File: src/rtl/row_edge_run_centroid_thinning_unit_defines.svh
// Assertion macros used by the top level of the row edge thinning unit.
`ifndef ROW_EDGE_RUN_CENTROID_THINNING_UNIT_DEFINES_SVH
`define ROW_EDGE_RUN_CENTROID_THINNING_UNIT_DEFINES_SVH
`ifndef ASSERT_OFF
// Property must hold at every clock edge outside reset.
`define RERCT_ASSERT(lbl, clk, rst_n, prop, msg) \
    lbl: assert property (@(posedge clk) disable iff (!rst_n) (prop)) else $error(msg);
// Condition must never be true outside reset.
`define RERCT_NEVER(lbl, clk, rst_n, cond, msg) \
    lbl: assert property (@(posedge clk) disable iff (!rst_n) !(cond)) else $error(msg);
`else
`define RERCT_ASSERT(lbl, clk, rst_n, prop, msg)
`define RERCT_NEVER(lbl, clk, rst_n, cond, msg)
`endif
`endif

File: src/rtl/rerct_pkg.sv
// Package with the types, constants and helpers of the row edge thinning unit.
`default_nettype none
package rerct_pkg;
    localparam int ROW_WIDTH_DEF = 1024;
    localparam int PIX_W         = 16;
    localparam int COL_OUT_W     = 10;
    localparam int MARGIN_W      = 8;
    localparam int CFG_IDX_W     = 2;
    localparam int CFG_DATA_W    = 16;

    localparam logic signed [PIX_W-1:0] RUN_THR_RST  = 16'sd50;
    localparam logic signed [PIX_W-1:0] KEEP_THR_RST = 16'sd50;
    localparam logic [MARGIN_W-1:0]     MARGIN_RST   = 8'd5;

    typedef enum logic [CFG_IDX_W-1:0] {
        REG_POLARITY = 2'd0,
        REG_RUN_THR  = 2'd1,
        REG_KEEP_THR = 2'd2,
        REG_MARGIN   = 2'd3
    } cfg_reg_t;

    typedef enum logic [2:0] {
        ST_IDLE,
        ST_START,
        ST_MAX,
        ST_SUM,
        ST_DIV,
        ST_FETCH
    } ctrl_state_t;

    typedef struct packed {
        logic accept;
        logic start_max;
        logic start_sum;
        logic start_div;
        logic fetch;
        logic emit;
    } dp_cmd_t;

    typedef struct packed {
        logic run_done;
        logic scan_idle;
        logic div_busy;
        logic out_full;
    } dp_status_t;

    // Strict comparison in the direction set by the polarity bit.
    function automatic logic passes(input logic pol, input logic signed [PIX_W-1:0] v,
                                    input logic signed [PIX_W-1:0] t);
        passes = pol ? (v < t) : (v > t);
    endfunction
endpackage
`default_nettype wire

File: src/rtl/rerct_ctrl.sv
// Controller state machine that sequences the run end passes.
`default_nettype none
module rerct_ctrl (
    input  wire logic                 aclk,
    input  wire logic                 aresetn,
    input  wire logic                 s_valid,
    output logic                      s_ready,
    input  wire rerct_pkg::dp_status_t status,
    output rerct_pkg::dp_cmd_t        cmd
);
    rerct_pkg::ctrl_state_t state_reg, state_next;

    always_ff @(posedge aclk) begin
        if (!aresetn) begin
            state_reg <= rerct_pkg::ST_IDLE;
        end else begin
            state_reg <= state_next;
        end
    end

    always_comb begin
        state_next = state_reg;
        cmd        = '0;
        s_ready    = 1'b0;
        unique case (state_reg)
            rerct_pkg::ST_IDLE: begin
                s_ready    = 1'b1;
                cmd.accept = s_valid;
                if (s_valid && status.run_done) begin
                    state_next = rerct_pkg::ST_START;
                end
            end
            rerct_pkg::ST_START: begin
                cmd.start_max = 1'b1;
                state_next    = rerct_pkg::ST_MAX;
            end
            rerct_pkg::ST_MAX: begin
                if (status.scan_idle) begin
                    cmd.start_sum = 1'b1;
                    state_next    = rerct_pkg::ST_SUM;
                end
            end
            rerct_pkg::ST_SUM: begin
                if (status.scan_idle) begin
                    cmd.start_div = 1'b1;
                    state_next    = rerct_pkg::ST_DIV;
                end
            end
            rerct_pkg::ST_DIV: begin
                if (!status.div_busy) begin
                    cmd.fetch  = 1'b1;
                    state_next = rerct_pkg::ST_FETCH;
                end
            end
            rerct_pkg::ST_FETCH: begin
                if (!status.out_full) begin
                    cmd.emit   = 1'b1;
                    state_next = rerct_pkg::ST_IDLE;
                end
            end
            default: begin
                state_next = rerct_pkg::ST_IDLE;
            end
        endcase
    end
endmodule
`default_nettype wire

File: config.mk
export PLATFORM = sky130hd
export DESIGN_NAME = rerct_ctrl
export DESIGN_NICKNAME = d
export VERILOG_FILES = /design/src/rtl/row_edge_run_centroid_thinning_unit_defines.svh /design/src/rtl/rerct_pkg.sv /design/src/rtl/rerct_ctrl.sv
export SDC_FILE = /design/constraint.sdc
export NUM_CORES = 1
export LEC_CHECK = 0
export ABC_AREA = 1
export BUFFER_PORTS_ARGS = -buffer_cell sky130_fd_sc_hd__buf_2
export CELL_PAD_IN_SITES_DETAIL_PLACEMENT = 0
export CELL_PAD_IN_SITES_GLOBAL_PLACEMENT = 2
export CORE_ASPECT_RATIO = 1.1
export CORE_MARGIN = 2
export CORE_UTILIZATION = 17
export DETAILED_ROUTE_END_ITERATION = 8
export PLACE_DENSITY_LB_ADDON = 0.1
export SYNTH_ARGS = -nofsm -noshare
export SYNTH_HDL_FRONTEND = slang
export SYNTH_SLANG_ARGS = --single-unit
File: constraint.sdc
create_clock -name aclk -period 1.6 [get_ports aclk]
set_clock_uncertainty 0.15 [all_clocks]
set_input_delay 0.08 -clock aclk [delete_from_list [all_inputs] [get_ports aclk]]
set_output_delay 0.08 -clock aclk [all_outputs]
set_load 0.01 [all_outputs]
==> results_tabular.tex, run 1 <==
\begin{tabular}{lr}
\hline
Metric & Value \\
\hline
\multicolumn{2}{l}{\textbf{Power}} \\
\quad Static power due to leakage & roughly 0.20 nW \\
\quad Power density over the cells & 1450 nW/um\^{}2 \\
\quad Overall power & 536 uW \\
\quad Peak supply drop & around 430 uV \\
\multicolumn{2}{l}{\textbf{Min path}} \\
\quad Hold crit path type & input port to flop \\
\multicolumn{2}{l}{\textbf{Placement}} \\
\quad Placement Setup Slack & 349 ps \\
\quad Weighted congestion reported at the end of routability-driven placement & 0.798 \\
\quad Placed standard-cell area & 333 sq um \\
\quad Half-perimeter wire length of the detailed placement result & 535 um \\
\quad Number of buffers inserted by port buffering & 13 \\
\multicolumn{2}{l}{\textbf{STA}} \\
\quad Tmin final & 1360 ps \\
\quad Tcrit/Tclk final & 0.851 \\
\quad Count of endpoints failing setup in the final report & 0 \\
\quad Worst setup margin & 239 ps \\
\quad Setup repair after global routing missed its margin & false \\
\quad Least-Margin Pin Slew & 219 ps \\
\quad Fmax achieved & 0.735 GHz \\
\quad Final hold violation count & 0 \\
\quad Total negative slack for setup checks & 0 ps \\
\quad Slew Limit Fails & 0 \\
\quad Worst slew margin & 0.854 \\
\multicolumn{2}{l}{\textbf{Drt}} \\
\quad First-pass iteration count of the detailed router & 2 \\
\quad Vias/cell & 4.13 \\
\quad Number of antenna-violating nets in the routed design & 0 \\
\quad Final WL & 647 um \\
\quad Number of vias in the routed layout & between 300 and 400 \\
\quad Violation count after the first detailed-route iteration & 5 \\
\quad Post-route DRC & 0 \\
\quad Routed wire per std cell & 8.51 um \\
\multicolumn{2}{l}{\textbf{Clock network}} \\
\quad Root Buffer Master & sky130\_fd\_sc\_hd\_\_clkbuf\_4 \\
\quad Number of setup buffers added after CTS & 0 \\
\quad Clock tree from TritonCTS & built \\
\quad Clock network latency to the later pin of the worst-skew pair & 230 ps \\
\quad Number of sinks driven by the clock tree & 3 \\
\quad Resize count post-CTS & 0 \\
\quad Clock slew at reported path FFs & 40 ps \\
\quad Maximum level of the CTS H-tree & 1 \\
\quad Number of buffers inserted during clock tree synthesis & 3 \\
\quad Maximum root-to-sink buffer count & 2 \\
\multicolumn{2}{l}{\textbf{Finish}} \\
\quad \# diodes & 0 \\
\quad Area taken by flip-flops and latches & 60.1 sq um \\
\quad \# fillers & 171 \\
\quad Most used cells in the layout excluding fill and tap cells & sky130\_fd\_sc\_hd\_\_buf\_2, sky130\_fd\_sc\_hd\_\_nand2\_1, sky130\_fd\_sc\_hd\_\_inv\_1, sky130\_fd\_sc\_hd\_\_nor2\_1 \\
\quad Share of layout cells above drive strength 1 & 0.383 \\
\quad Final Cell Area & about 370 sq um \\
\quad Multi-input gate area & 158 sq um \\
\quad Layout-stage area growth over the synthesis result & 49.0\% \\
\quad Most frequent standard cell in the layout excluding fill and tap cells & sky130\_fd\_sc\_hd\_\_buf\_2 \\
\quad Nets & 68 \\
\quad Max reg flops & 3 \\
\multicolumn{2}{l}{\textbf{Die}} \\
\quad Area of the core region & 1370 sq um \\
\quad Number of top-level pins & 14 \\
\quad Height of the die & 44.0 um \\
\quad Starting Density & 0.181 \\
\quad Floorplan die area & 1780 sq um \\
\quad Site row count & 14 \\
\quad Floorplan die width & between 40 and 50 um \\
\multicolumn{2}{l}{\textbf{Setup path}} \\
\quad Data required time of the critical path & 1370 ps \\
\quad Critical Path Source Type & flop \\
\quad Startpoint-to-endpoint class of the critical path & flop to output pin \\
\quad WP data arrival & 1130 ps \\
\quad Endpoint class of the critical path & output pin \\
\quad Largest fanout on the critical path & 7 \\
\multicolumn{2}{l}{\textbf{Global routing}} \\
\quad GRT Overall Usage & 0.0868 \\
\quad Number of global-route vias before repair & about 280 \\
\quad Global-route wire length before repair & 1040 um \\
\quad Antenna violations before repair & 0 \\
\quad Total gr overflow & 0 \\
\quad Pin count of the biggest net entering global routing & 8 \\
\multicolumn{2}{l}{\textbf{Synth}} \\
\quad Post-synthesis cell area & 248 sq um \\
\quad Post-synthesis net count & around 50 \\
\quad Yosys warning total & 0 \\
\quad Count of unique library cells instantiated by Yosys & 15 \\
\quad Part of the Yosys area used for sequential elements & 0.242 \\
\quad Gate count after technology mapping & 42 \\
\quad Synth Register Bits & 3 \\
\quad Synthesized area divided by synthesized cell count & between 5 and 6 sq um \\
\multicolumn{2}{l}{\textbf{Outcome}} \\
\quad Outcome & complete, no violations \\
\multicolumn{2}{l}{\textbf{Flow run}} \\
\quad Max-cap violation count & 0 \\
\hline
\end{tabular}
worst paths after layout:
check / cells after the start / start / endpoint / slack (ps)
worst min register to register: 2 / state_reg[1]$_SDFFE_PN0P_ / state_reg[1]$_SDFFE_PN0P_ / 420
worst max register to register: 7 / state_reg[2]$_SDFFE_PN0P_ / state_reg[0]$_SDFFE_PN0P_ / 330
worst min-delay path: 4 / status[2] / state_reg[1]$_SDFFE_PN0P_ / 30
worst max-delay path: 3 / state_reg[2]$_SDFFE_PN0P_ / cmd[0] / 240
per-layer routing:
metal / vias to the layer above / part of all wire / track usage
li1: 169 / - / -
met1: 139 / 0.43 / 0.102
met2: 6 / 0.52 / 0.127
met3: 0 / 0.048 / 0.0151
met4: 0 / 0 / 0.0800
met5: - / 0 / 0
metrics by stage:
stage	hold WS, ps	instances	utilization
floorplan	57.5	42	-
global placement	183	71	0.244
detailed placement	197	71	0.244
CTS	25.4	76	0.270
global route	62.4	76	0.270
finish	26.6	76	0.270
what timing repair did:
action,in CTS,in global routing
endpoints found under the setup margin,0,0
endpoints found under the hold margin,3,0
hold buffers,1,0
where the power goes:
group | internal, mW | switching [mW]
clock network | 0.0935 | 0.0402
registers | 0.0961 | 0.0289
logic | 0.111 | 0.166
total | 0.301 | 0.235
logic make-up (layout without fill, tap and decap cells):
kind of cell           count (synthesis)  after routing  share of synthesized area
buffers and inverters                  8             26                      0.121
flip-flops                             3              3                      0.242
AO/OA/AOI/OAI                          5              5                      0.101
AND/OR/NAND/NOR                       26             26                      0.535
worst max-delay path, stage by stage (launching register included):
cell                      delay [ps]
sky130_fd_sc_hd__dfxtp_1         430
sky130_fd_sc_hd__inv_2           120
sky130_fd_sc_hd__nor3_1          190
sky130_fd_sc_hd__buf_2           160
Yosys cell counts:
library cell              n  area, sq um
sky130_fd_sc_hd__nand2_2  2         12.5
sky130_fd_sc_hd__nor2_1   6         22.5
sky130_fd_sc_hd__inv_1    7         26.3
sky130_fd_sc_hd__o21ai_1  1         5.00
sky130_fd_sc_hd__a21oi_1  2         10.0
sky130_fd_sc_hd__dfxtp_1  3         60.1
sky130_fd_sc_hd__o21ai_0  2         10.0
sky130_fd_sc_hd__nand4_1  1         6.26
sky130_fd_sc_hd__nor2_2   1         6.26
sky130_fd_sc_hd__nor3_1   1         5.00
sky130_fd_sc_hd__nand3_2  2         20.0
sky130_fd_sc_hd__inv_2    1         3.75
sky130_fd_sc_hd__nor2_4   1         11.3
sky130_fd_sc_hd__nand3_1  3         15.0
sky130_fd_sc_hd__nand2_1  9         33.8
final cells by class:
cell class | instances | share of cell area
multi-input cells | 31 | 0.427
repair buffers | 14 | 0.203
flip-flops and latches | 3 | 0.163
inverters | 8 | 0.0814
clock buffers | 4 | 0.0712
well taps | 16 | 0.0542
Note: power is estimated with default switching activity, not from simulation.
==> inputs of run 2 (changes only) <==
Settings changed: CORE_AREA set to 2 2 39 41, CORE_ASPECT_RATIO 1.1 to unset, CORE_MARGIN 2 to unset, CORE_UTILIZATION 17 to unset, CTS_BUF_LIST set to sky130_fd_sc_hd__clkbuf_8, DIE_AREA set to 0 0 41 43.
Clock period 1.6 ns to 1.7 ns, I/O delays scaled along.
==> results_tabular.tex, run 2 (synthesis results as in run 1) <==
\begin{tabular}{lr}
\hline
Metric & Value \\
\hline
\multicolumn{2}{l}{\textbf{Finish}} \\
\quad Utilization after layout & 0.280 (+0.0101) \\
\quad Most used cells in the layout excluding fill and tap cells & sky130\_fd\_sc\_hd\_\_buf\_2, sky130\_fd\_sc\_hd\_\_nand2\_1, sky130\_fd\_sc\_hd\_\_inv\_1, sky130\_fd\_sc\_hd\_\_nor2\_1 \\
\quad Most frequent standard cell in the layout excluding fill and tap cells & sky130\_fd\_sc\_hd\_\_buf\_2 \\
\quad Share of layout cells above drive strength 1 & 0.383 (unchanged) \\
\quad \# diodes & 0 (unchanged) \\
\quad Layout-stage area growth over the synthesis result & 56.6\% \\
\quad Final std cells w/o fill & 76 (unchanged) \\
\quad Max reg flops & 3 (unchanged) \\
\quad Nets & 68 (unchanged) \\
\multicolumn{2}{l}{\textbf{Clock network}} \\
\quad Clock tree from TritonCTS & built \\
\quad Maximum level of the CTS H-tree & 1 (unchanged) \\
\quad Clock network latency to the later pin of the worst-skew pair & 210 ps (-20 ps) \\
\quad Resize count post-CTS & 0 (unchanged) \\
\quad \# hold bufs at CTS & 1 (unchanged) \\
\quad Number of buffers inserted during clock tree synthesis & 3 (unchanged) \\
\quad Maximum root-to-sink buffer count & 2 (unchanged) \\
\quad Number of setup buffers added after CTS & 0 (unchanged) \\
\quad Number of sinks driven by the clock tree & 3 (unchanged) \\
\quad Root Buffer Master & sky130\_fd\_sc\_hd\_\_clkbuf\_8 \\
\quad Clock slew at reported path FFs & 30 ps (about the same) \\
\multicolumn{2}{l}{\textbf{Die}} \\
\quad Floorplan die area & 1760 sq um (-0.89\%) \\
\quad Area of the core region & 1380 sq um (+1.3\%) \\
\quad Height of the die & 43 um (-2.4\%) \\
\quad Floorplan die width & 41 um (+1.5\%) \\
\quad Number of top-level pins & 14 (unchanged) \\
\quad Starting Density & 0.179 (-0.00230) \\
\quad Site row count & 14 (unchanged) \\
\multicolumn{2}{l}{\textbf{Setup path}} \\
\quad Slowest cell on the critical path & sky130\_fd\_sc\_hd\_\_dfxtp\_1 \\
\quad Crit-path cells & inv\_2 > nor3\_1 > buf\_2 \\
\quad Max stage delay on crit path & 420 ps (about the same) \\
\quad Largest fanout on the critical path & 7 (unchanged) \\
\quad Data required time of the critical path & 1460 ps (+90 ps) \\
\quad Endpoint class of the critical path & output pin \\
\quad Startpoint-to-endpoint class of the critical path & flop to output pin \\
\quad Critical Path Source Type & flop \\
\quad WP data arrival & 1090 ps (-40 ps) \\
\multicolumn{2}{l}{\textbf{Placement}} \\
\quad Number of buffers inserted by port buffering & 13 (unchanged) \\
\quad Weighted congestion reported at the end of routability-driven placement & 0.665 (-17\%) \\
\quad Half-perimeter wire length of the detailed placement result & 538 um (+0.71\%) \\
\quad Cell count after placement & 71 (unchanged) \\
\multicolumn{2}{l}{\textbf{STA}} \\
\quad Count of endpoints failing setup in the final report & 0 (unchanged) \\
\quad Fmax achieved & 0.758 GHz \\
\quad Least-Margin Pin Slew & 214 ps (-4.62 ps) \\
\quad Final hold violation count & 0 (unchanged) \\
\quad Slew Limit Fails & 0 (unchanged) \\
\quad Tmin final & 1320 ps \\
\quad Setup repair after global routing missed its margin & false \\
\quad Worst slew margin & 0.857 (+0.00309) \\
\quad Total negative slack for setup checks & 0 ps (unchanged) \\
\quad Tcrit/Tclk final & 0.777 \\
\multicolumn{2}{l}{\textbf{Drt}} \\
\quad Number of vias in the routed layout & 309 (-1.6\%) \\
\quad Routed wire per std cell & 8.76 um (+2.9\%) \\
\quad Number of antenna-violating nets in the routed design & 0 (unchanged) \\
\quad Post-route DRC & 0 (unchanged) \\
\quad Violation count after the first detailed-route iteration & 5 (unchanged) \\
\quad First-pass iteration count of the detailed router & 2 (unchanged) \\
\quad Final WL & 666 um (+2.9\%) \\
\quad Vias/cell & 4.07 (-1.6\%) \\
\multicolumn{2}{l}{\textbf{Outcome}} \\
\quad Outcome & complete, no violations \\
\multicolumn{2}{l}{\textbf{Min path}} \\
\quad Hold crit path type & input port to flop \\
\multicolumn{2}{l}{\textbf{Global routing}} \\
\quad Antenna violations before repair & 0 (unchanged) \\
\quad Total gr overflow & 0 (unchanged) \\
\quad Global-route wire length before repair & 1050 um (+1.3\%) \\
\quad Number of global-route vias before repair & 291 (+3.6\%) \\
\quad GRT Overall Usage & 0.0892 (+0.00239) \\
\quad Pin count of the biggest net entering global routing & 8 (unchanged) \\
\multicolumn{2}{l}{\textbf{Power}} \\
\quad Overall power & 581 uW (+8.4\%) \\
\quad Peak supply drop & 536 uV (+24\%) \\
\quad Static power due to leakage & 0.211 nW (+6.0\%) \\
\quad Power density over the cells & 1500 nW/um\^{}2 (+3.2\%) \\
\multicolumn{2}{l}{\textbf{Flow run}} \\
\quad Max-cap violation count & 0 (unchanged) \\
\hline
\end{tabular}
run 2: cell types whose count changed in the layout (fill, tap and decap cells not counted):
cell	delta
sky130_fd_sc_hd__inv_1	+1
sky130_fd_sc_hd__clkbuf_4	-3
sky130_fd_sc_hd__clkbuf_1	-1
sky130_fd_sc_hd__clkbuf_8	+3
run 2: per-stage QoR:
stage | worst slack (ps) | hold slack [ps] | cell area (sq um)
6_report | 380 | 61.1 | 388
3_5_place_dp | 471 | 207 | 333
4_1_cts | 374 | 61.3 | 388
2_1_floorplan | 587 | 67.5 | 248
5_1_grt | 273 | 96.1 | 388
3_3_place_gp | 441 | 193 | 333
run 2: final timing paths:
path                            cells after the start  slack (ps)                   endpoint                 startpoint
worst min register to register                      2         420  state_reg[1]$_SDFFE_PN0P_  state_reg[1]$_SDFFE_PN0P_
worst min-delay path                                4          60  state_reg[1]$_SDFFE_PN0P_                  status[2]
worst max-delay path                                3         380                     cmd[0]  state_reg[2]$_SDFFE_PN0P_
worst max register to register                      7         460  state_reg[0]$_SDFFE_PN0P_  state_reg[2]$_SDFFE_PN0P_
run 2: layer usage:
layer  track usage  wire length, um  up-vias
li1              -                -      167
met1        0.0958              271      135
met2         0.138              337        7
met3        0.0157               57        0
met4        0.0800                0        0
met5             0                0        -
run 2: where the power goes:
group / switching (mW) / total (mW) / internal, mW / leakage [nW]
clock: 0.0452 / 0.199 / 0.154 / 0.0269
sequential: 0.0273 / 0.118 / 0.0907 / 0.0246
combinational: 0.160 / 0.265 / 0.105 / 0.160
total: 0.232 / 0.581 / 0.349 / 0.211
run 2: worst max-delay path, delay by kind of cell, from the launching register on:
family | cells | cell delay, ps
buf+inv | 2 | 270
flops | 1 | 420
simple gates | 1 | 180
run 2: final cells by class:
class	count	area, sq um
Clock buffer	3	41.3
Clock inverter	1	3.75
Fill cell	164	996
Inverter	8	30.0
Multi-Input combinational cell	31	158
Sequential cell	3	60.1
Tap cell	16	20.0
Timing Repair Buffer	14	75.1
==> inputs of run 3 (changes only) <==
Settings changed: CORE_AREA 2 2 39 41 to unset, CORE_MARGIN set to 2, CORE_UTILIZATION set to 19, DIE_AREA 0 0 41 43 to unset.
Clock period 1.7 ns to 1.3 ns, I/O delays scaled along.
==> results_tabular.tex, run 3 (synthesis results as in run 1) <==
\begin{tabular}{lr}
\hline
Metric & Value \\
\hline
\multicolumn{2}{l}{\textbf{Die}} \\
\quad Site row count & 13 (-1) \\
\quad Area of the core region & 1250 sq um (-9.5\%) \\
\quad Floorplan die width & 40.1 um (-2.2\%) \\
\quad Starting Density & 0.198 (+0.0188) \\
\quad Height of the die & 40.1 um (-6.7\%) \\
\quad Floorplan die area & 1610 sq um (-8.7\%) \\
\quad Number of top-level pins & 14 (unchanged) \\
\multicolumn{2}{l}{\textbf{Global routing}} \\
\quad Pin count of the biggest net entering global routing & 8 (unchanged) \\
\quad Total gr overflow & 0 (unchanged) \\
\quad Number of global-route vias before repair & 284 (-2.4\%) \\
\quad Global-route wire length before repair & 1060 um (+0.67\%) \\
\quad GRT Overall Usage & 0.106 (+0.0163) \\
\quad Antenna violations before repair & 0 (unchanged) \\
\multicolumn{2}{l}{\textbf{Setup path}} \\
\quad Largest fanout on the critical path & 7 (unchanged) \\
\quad Slowest cell on the critical path & sky130\_fd\_sc\_hd\_\_dfxtp\_2 \\
\quad Startpoint-to-endpoint class of the critical path & flop to output pin \\
\quad Max stage delay on crit path & 330 ps (-90 ps) \\
\quad WP data arrival & 1020 ps (-70 ps) \\
\quad Crit-path leading delay family & flip-flops \\
\quad Crit-path cells & inv\_2 > nand3\_1 > nor2\_1 > buf\_2 \\
\quad Data required time of the critical path & 1090 ps (-370 ps) \\
\quad Worst path buffer plus inverter count & 2 (unchanged) \\
\quad Critical Path Source Type & flop \\
\quad Endpoint class of the critical path & output pin \\
\multicolumn{2}{l}{\textbf{STA}} \\
\quad Setup repair after global routing missed its margin & false \\
\quad Tmin final & 1230 ps \\
\quad Tcrit/Tclk final & 0.950 \\
\quad Slew Limit Fails & 0 (unchanged) \\
\quad Worst slew margin & 0.873 (+0.0156) \\
\quad Least-Margin Pin Slew & 189 ps (-25.1 ps) \\
\quad Final hold violation count & 0 (unchanged) \\
\quad Worst setup margin & 65.5 ps (-314 ps) \\
\quad Fmax achieved & $\sim$0.81 GHz \\
\quad Total negative slack for setup checks & 0 ps (unchanged) \\
\quad Count of endpoints failing setup in the final report & 0 (unchanged) \\
\multicolumn{2}{l}{\textbf{Finish}} \\
\quad Share of layout cells above drive strength 1 & 0.459 (+0.0757) \\
\quad Nets & 69 (+1.5\%) \\
\quad \# fillers & 146 (-11\%) \\
\quad Utilization after layout & 0.326 (+0.0454) \\
\quad Final Cell Area & 408 sq um (+5.2\%) \\
\quad Most used cells in the layout excluding fill and tap cells & sky130\_fd\_sc\_hd\_\_buf\_2, sky130\_fd\_sc\_hd\_\_nand2\_1, sky130\_fd\_sc\_hd\_\_inv\_1, sky130\_fd\_sc\_hd\_\_nor2\_1 \\
\quad Multi-input gate area & 168 sq um (+6.3\%) \\
\quad Area taken by flip-flops and latches & 63.8 sq um (+6.2\%) \\
\quad Max reg flops & 3 (unchanged) \\
\quad \# diodes & 0 (unchanged) \\
\quad Layout-stage area growth over the synthesis result & 64.6\% \\
\quad Most frequent standard cell in the layout excluding fill and tap cells & sky130\_fd\_sc\_hd\_\_buf\_2 \\
\multicolumn{2}{l}{\textbf{Drt}} \\
\quad Final WL & 683 um (+2.6\%) \\
\quad Routed wire per std cell & 8.99 um (+2.6\%) \\
\quad Violation count after the first detailed-route iteration & 6 (+1) \\
\quad Number of antenna-violating nets in the routed design & 0 (unchanged) \\
\quad Number of vias in the routed layout & 322 (+4.2\%) \\
\quad Vias/cell & 4.24 (+4.2\%) \\
\quad Post-route DRC & 0 (unchanged) \\
\quad First-pass iteration count of the detailed router & 2 (unchanged) \\
\multicolumn{2}{l}{\textbf{Clock network}} \\
\quad Clock tree from TritonCTS & built \\
\quad Clock slew at reported path FFs & 30 ps (about the same) \\
\quad Root Buffer Master & sky130\_fd\_sc\_hd\_\_clkbuf\_8 \\
\quad Number of sinks driven by the clock tree & 3 (unchanged) \\
\quad Clock network latency to the later pin of the worst-skew pair & 220 ps (about the same) \\
\quad Number of setup buffers added after CTS & 0 (unchanged) \\
\quad Maximum level of the CTS H-tree & 1 (unchanged) \\
\quad Number of buffers inserted during clock tree synthesis & 3 (unchanged) \\
\quad Maximum root-to-sink buffer count & 2 (unchanged) \\
\multicolumn{2}{l}{\textbf{Placement}} \\
\quad Weighted congestion reported at the end of routability-driven placement & 0.772 (+16\%) \\
\quad Placed standard-cell area & 339 sq um (+1.9\%) \\
\quad Number of buffers inserted by port buffering & 13 (unchanged) \\
\quad Half-perimeter wire length of the detailed placement result & 546 um (+1.3\%) \\
\quad Placement Setup Slack & 74.6 ps (-396 ps) \\
\multicolumn{2}{l}{\textbf{Power}} \\
\quad Power density over the cells & 1940 nW/um\^{}2 (+29\%) \\
\quad Overall power & 791 uW (+36\%) \\
\quad Static power due to leakage & 0.220 nW (+4.0\%) \\
\quad Peak supply drop & 620 uV (+16\%) \\
\multicolumn{2}{l}{\textbf{Flow run}} \\
\quad Max-cap violation count & 0 (unchanged) \\
\multicolumn{2}{l}{\textbf{Outcome}} \\
\quad Outcome & complete, no violations \\
\multicolumn{2}{l}{\textbf{Min path}} \\
\quad Hold crit path type & input port to flop \\
\hline
\end{tabular}
[run 3: layout make-up]
cell class	instances	area share
Multi-Input combinational cell	31	0.411
Timing Repair Buffer	15	0.202
Inverter	8	0.0736
Sequential cell	3	0.156
Clock buffer	3	0.101
Tap cell	15	0.0460
Clock inverter	1	0.00920
[run 3: final timing paths]
| path | start | end | slack, ps | cells past startpoint |
|---|---|---|---|---|
| worst max-delay path | state_reg[2]$_SDFFE_PN0P_ | cmd[2] | 70 | 4 |
| worst min-delay path | status[2] | state_reg[1]$_SDFFE_PN0P_ | 20 | 4 |
| worst min register to register | state_reg[1]$_SDFFE_PN0P_ | state_reg[1]$_SDFFE_PN0P_ | 390 | 2 |
| worst max register to register | state_reg[1]$_SDFFE_PN0P_ | state_reg[0]$_SDFFE_PN0P_ | 120 | 7 |
[run 3: power breakdown]
group / total, mW / internal (mW) / switching, mW
combinational: 0.363 / 0.147 / 0.216
clock: 0.263 / 0.201 / 0.0621
sequential: 0.166 / 0.125 / 0.0410
total: 0.791 / 0.472 / 0.319
[run 3: repair_timing]
action / CTS / global route
gates resized for setup: 1 / 4
cloned: 0 / 0
hold endpoints to repair: 3 / 0
hold buffers: 1 / 0
endpoints found under the setup margin: 1 / 9
[run 3: tightest hold or removal path, cell delays in order]
cell and delay [ps]:
sky130_fd_sc_hd__buf_2 70, sky130_fd_sc_hd__inv_1 50, sky130_fd_sc_hd__nand3_2 90, sky130_fd_sc_hd__a21oi_1 60
[run 3: per-stage QoR]
step           std cells  hold slack (ps)
3_3_place_gp          71              190
6_report              76             24.2
2_1_floorplan         42             27.5
3_5_place_dp          71              181
5_1_grt               76             66.6
4_1_cts               76             31.2
[run 3: layer usage]
metal / up-vias / part of all wire / track usage
met5: - / 0 / 0
met4: 0 / 0.028 / 0.103
met3: 2 / 0.050 / 0.0333
met2: 11 / 0.48 / 0.157
met1: 140 / 0.44 / 0.115
li1: 169 / - / -
